<file path="config.mk">
export PLATFORM = sky130hd
export DESIGN_NAME = srt_cell
export DESIGN_NICKNAME = d
export VERILOG_FILES = /design/src/design/srt_pkg.sv /design/src/design/srt_cell.sv
export SDC_FILE = /design/constraint.sdc
export NUM_CORES = 1
export LEC_CHECK = 0
export ABC_CLOCK_PERIOD_IN_PS = 5770
export BUFFER_PORTS_ARGS = -buffer_cell sky130_fd_sc_hd__buf_2
export CORE_MARGIN = 3
export CORE_UTILIZATION = 32
export DETAILED_ROUTE_END_ITERATION = 10
export PLACE_DENSITY = 0.61
export SLEW_MARGIN = 40
export SYNTH_ARGS = -nofsm -noshare
export SYNTH_HDL_FRONTEND = slang
export SYNTH_SLANG_ARGS = --single-unit
</file>
<file path="constraint.sdc">
create_clock -name i_clk -period 5.77 [get_ports i_clk]
set_clock_uncertainty 0.1 [all_clocks]
set_input_delay 1.154 -clock i_clk [delete_from_list [all_inputs] [get_ports i_clk]]
set_output_delay 1.154 -clock i_clk [all_outputs]
set_load 0.05 [all_outputs]
</file>
<file path="src/design/srt_pkg.sv">
// Shared types and constants of the sorted region table.
// Holds request and result layouts, command and status codes and cell control.
// No dependencies.
`timescale 1ns / 1ps
`default_nettype none

package srt_pkg;

    localparam int ADDR_W   = 48;
    localparam int FLAGS_W  = 8;
    localparam int STATUS_W = 3;
    localparam int ENTRY_W  = 7;

    localparam logic [ADDR_W-1:0] LIMIT_RESET = 48'h8000_0000_0000;

    localparam logic CMD_INSERT = 1'b0;
    localparam logic CMD_FIND   = 1'b1;

    localparam logic [STATUS_W-1:0] ST_INSERTED  = 3'd0;
    localparam logic [STATUS_W-1:0] ST_FOUND     = 3'd1;
    localparam logic [STATUS_W-1:0] ST_NOT_FOUND = 3'd2;
    localparam logic [STATUS_W-1:0] ST_BAD_RANGE = 3'd3;
    localparam logic [STATUS_W-1:0] ST_OVERLAP   = 3'd4;
    localparam logic [STATUS_W-1:0] ST_FULL      = 3'd5;

    typedef struct packed {
        logic               cmd;
        logic [ADDR_W-1:0]  start_addr;
        logic [ADDR_W-1:0]  end_addr;
        logic [FLAGS_W-1:0] region_flags_in;
        logic [ADDR_W-1:0]  query_addr;
    } t_req;

    typedef struct packed {
        logic [STATUS_W-1:0] status;
        logic [ADDR_W-1:0]   hit_start;
        logic [ADDR_W-1:0]   hit_end;
        logic [FLAGS_W-1:0]  hit_flags;
        logic [ENTRY_W-1:0]  entry_count;
    } t_rsp;

    // Control broadcast from the sequencer to every cell.
    typedef struct packed {
        logic cmp;
        logic find;
        logic ins;
    } t_cell_ctl;

endpackage

`default_nettype wire

</file>
<file path="src/design/srt_cell.sv">
// One slot of the sorted region table: stored region, local compares and shift logic.
// Depends on srt_pkg.
`timescale 1ns / 1ps
`default_nettype none

module srt_cell #(
    parameter int IDX   = 0,
    parameter int CNT_W = 7,
    parameter int SP_W  = 36
) (
    input  wire                        i_clk,
    input  wire                        i_rst_n,
    input  srt_pkg::t_cell_ctl         i_ctl,
    input  wire  [CNT_W-1:0]           i_count,
    input  wire  [SP_W-1:0]            i_sp,
    input  wire  [SP_W:0]              i_ep,
    input  wire  [SP_W-1:0]            i_qp,
    input  wire  [srt_pkg::FLAGS_W-1:0] i_flags,
    input  wire                        i_left_le,
    input  wire  [2*SP_W+srt_pkg::FLAGS_W:0] i_left,
    output logic                       o_le,
    output logic [2*SP_W+srt_pkg::FLAGS_W:0] o_cell,
    output logic [2*SP_W+srt_pkg::FLAGS_W+1:0] o_leaf
);
    import srt_pkg::*;

    localparam logic [CNT_W-1:0] MY_IDX = CNT_W'(IDX);

    logic [SP_W-1:0]    r_start;
    logic [SP_W:0]      r_end;
    logic [FLAGS_W-1:0] r_flags;
    logic               r_le;
    logic               r_match;
    logic               w_in_use;
    logic               w_hit;
    logic               w_over;

    assign w_in_use = MY_IDX < i_count;
    assign w_hit    = (r_start <= i_qp) && ({1'b0, i_qp} < r_end);
    assign w_over   = ({1'b0, i_sp} < r_end) && ({1'b0, r_start} < i_ep);

    always_ff @(posedge i_clk) begin
        if (!i_rst_n) begin
            r_le    <= 1'b0;
            r_match <= 1'b0;
        end else if (i_ctl.cmp) begin
            r_le    <= w_in_use && (r_start <= i_sp);
            r_match <= w_in_use && (i_ctl.find ? w_hit : w_over);
        end
    end

    // Entries above the insert point move up by one; the first of them takes the new region.
    always_ff @(posedge i_clk) begin
        if (i_ctl.ins && !r_le) begin
            if (i_left_le) begin
                r_start <= i_sp;
                r_end   <= i_ep;
                r_flags <= i_flags;
            end else begin
                {r_start, r_end, r_flags} <= i_left;
            end
        end
    end

    assign o_le   = r_le;
    assign o_cell = {r_start, r_end, r_flags};
    assign o_leaf = r_match ? {1'b1, r_start, r_end, r_flags} : '0;

endmodule

`default_nettype wire

</file>
==> summary.md <==
| Metric | Value |
|---|---|
| Outcome | `complete, no violations` |
| Syn nets | `between 1000 and 1500` |
| Clock tree sinks | `83` |
| Setup-failing EPs final | `0` |
| Clock latency on the worst-skew pair | `approximately 0.35 ns` |
| Combinational Power Share | `0.397` |
| Dpl cell area | `10600 um^2` |
| Leakage power | `between 5 and 6 nW` |
| HP Class | `reg -> reg` |
| H-tree levels | `3` |
| Worst IR Drop VDD | `136 uV` |
| Largest net degree at the start of global routing | `82` |
| Antenna Cells | `0` |
| Aggregate global-route resource usage | `0.198` |
| Reg clk slew, reported paths | `around 0.070 ns` |
| Area leader, netlist | `edfxtp_1` |
| CP arrival | `roughly 3.5 ns` |
| CTS tree | `done` |
| Async S/R FF share, synth | `0` |
| Syn Inst Count | `860` |
| Fmax | `298 MHz` |
| Placer Congestion | `between 0.8 and 0.9` |
| Initial Utilization | `0.328` |
| Critical path endpoint category | `register` |
| Pre-CTS WS | `about 1.8 ns` |
| Most common cell after layout, fill and taps aside | `buf_2` |
| Fin area | `between 10000 and 15000 um^2` |
| Worst rel slew slack | `0.447` |
| Vias post-DR | `~7600` |
| Layout cells sized above 1 | `0.389` |
| Clock Power Share | `0.265` |
| Num rows | `58` |
| Hpwl dp | `23600 um` |
| Die Y | `167 um` |
| Grt ovf | `0` |
| Initial antenna violation count | `1` |
| Post-layout min period | `3.36 ns` |
| Total CTS buffers | `9` |
| Cell variety after synth | `between 50 and 60` |
| CP Launch Type | `input pin` |
| Final non-filler cell total | `between 1500 and 2000` |
| Primary FF master, synth | `edfxtp_1` |
| First-pass GRT wire length | `about 44000 um` |
| Final net count | `around 1600` |
| Hold_ws | `around 0.53 ns` |
| Switching part of the total power | `0.411` |
| Most frequent cells in the layout | `buf_2 (373), ha_1 (177), inv_1 (144)` |
| Vias in the first global route | `roughly 8000` |
| Drt first pass iters | `4` |
| Cell-internal power | `0.00138 W` |
| Syn avg cell area | `just under 10 um^2` |
| Post-synth EDFFs | `81` |
| Max clock buf depth | `2` |
| Kind of critical path | `in -> reg` |
| Hold_buf cts | `0` |
| Crit path max fanout | `3` |
| Number of max-cap violations | `0` |
| # DRC | `0` |
| # port buffers | `between 300 and 400` |
| Post-synthesis cell area | `~8300 um^2` |
| Seq pwr share | `0.338` |
| Wirelength, routed | `approximately 28000 um` |
| Post-CTS sizing | `0` |
| Fin. max-slew vios | `0` |
| Post-synth top area share | `0.292` |
| Die span in x | `167 um` |
| Post-route ant nets | `0` |
| Yosys reg bits | `83` |
| I/O pin total | `between 300 and 400` |
| Fin. Hold Viols | `0` |
| Fin worst setup slack | `~2.4 ns` |
| Least-Margin Pin Slew | `roughly 0.83 ns` |
| Fin crit share | `0.582` |
| Fin Setup TNS | `0 ns` |
| RSZ-0062 raised after global routing | `false` |
| Area grow syn2layout | `30.7%` |
| Synthesis Warnings | `0` |
| Data required time at the worst endpoint | `about 6 ns` |
| Synth area leaders | `edfxtp_1 (29%), ha_1 (27%), mux2_2 (11%), inv_1 (6.5%), and2_1 (6.2%)` |
| Die area | `between 20000 and 30000 um^2` |
| DR vias/cell | `between 4 and 5` |
| Wire per inst | `about 18 um` |
| Post-CTS Repair Setup Buffers | `0` |
| Clock Root Buffer | `clkbuf_16` |
| Post-Place Cells | `between 1500 and 2000` |
| Part of the Yosys area used for sequential elements | `0.297` |
| Core Region | `25400 um^2` |
| DRT iter0 DRCs | `300` |
| Power per cell area | `between 200 and 250 nW/um^2` |
| P_sw | `0.000966 W` |
[power groups by stage]
stage          Clock, W  Sequential (W)  Combinational [W]
5_1_grt        0.000660        0.000803            0.00103
3_3_place_gp          0        0.000808           0.000921
6_report       0.000623        0.000794           0.000932
2_1_floorplan         0        0.000938           0.000502
4_1_cts        0.000635        0.000795           0.000940
3_5_place_dp          0        0.000808           0.000935
[sequential cells by signal, summed over array words and instances (netlist names)]
signal,cells
r_match,1
r_flags,8
r_end,37
r_start,36
o_le,1
[worst paths after layout]
kind,startpoint,endpoint,slack [ns],depth (start not counted)
setup reg to reg,r_start[35],r_match,2.79,7
hold reg to reg,o_le,o_le,0.53,4
setup / recovery,i_ep[34],r_match,2.41,9
hold / removal,o_le,o_le,0.53,4
[layer usage]
| layer | GRT usage | part of all wire | up-vias |
|---|---|---|---|
| met5 | 0 | 0.00071 | - |
| met4 | 0.0327 | 0.0094 | 2 |
| met3 | 0.0335 | 0.059 | 23 |
| met2 | 0.350 | 0.49 | 276 |
| met1 | 0.258 | 0.44 | 3505 |
| li1 | - | - | 3835 |
[cells in the mapped netlist, types with 6 or more instances]
master,count
edfxtp_1,81
and2_1,82
nor2_1,20
inv_1,144
nand2_1,34
ha_1,177
a21o_1,25
clkbuf_1,17
nand4_1,27
nand3_1,13
mux2_2,81
nor2b_1,6
o21ai_0,21
a211oi_1,7
a21oi_1,63
[through the flow]
stage | total power [W] | util
2_1_floorplan | 0.00144 | -
5_1_grt | 0.00249 | 0.429
3_5_place_dp | 0.00174 | 0.417
4_1_cts | 0.00237 | 0.429
3_3_place_gp | 0.00173 | 0.416
6_report | 0.00235 | 0.429
[layout make-up]
type | instances | area (um^2)
repair buffers | 377 | 1900
flip-flops and latches | 83 | 2470
clock buffers | 9 | 225
multi-input cells | 615 | 5260
inverters | 144 | 541
fillers | 2573 | 14500
well taps | 330 | 413
clock inverters | 7 | 75.1
[worst max-delay path, cell delays in order]
cell and delay [ns]:
buf_2 0.12, inv_1 0.05, ha_1 0.28, and4b_1 0.25, nand4_1 0.26, nor4_1 0.59, o311ai_0 0.35, a31oi_1 0.34
o2bb2ai_1 0.09
[kinds of logic (layout without fill, tap and decap cells)]
| family | Yosys count | in the layout | synth area share |
|---|---|---|---|
| adders and majority gates | 177 | 177 | 0.266 |
| and+or+nand+nor | 208 | 208 | 0.143 |
| AOI/OAI and AO/OA | 149 | 149 | 0.111 |
| buffers and inverters | 162 | 537 | 0.0735 |
| DFF | 83 | 83 | 0.297 |
| muxes | 81 | 81 | 0.110 |
(Power assumes the default switching activity.)
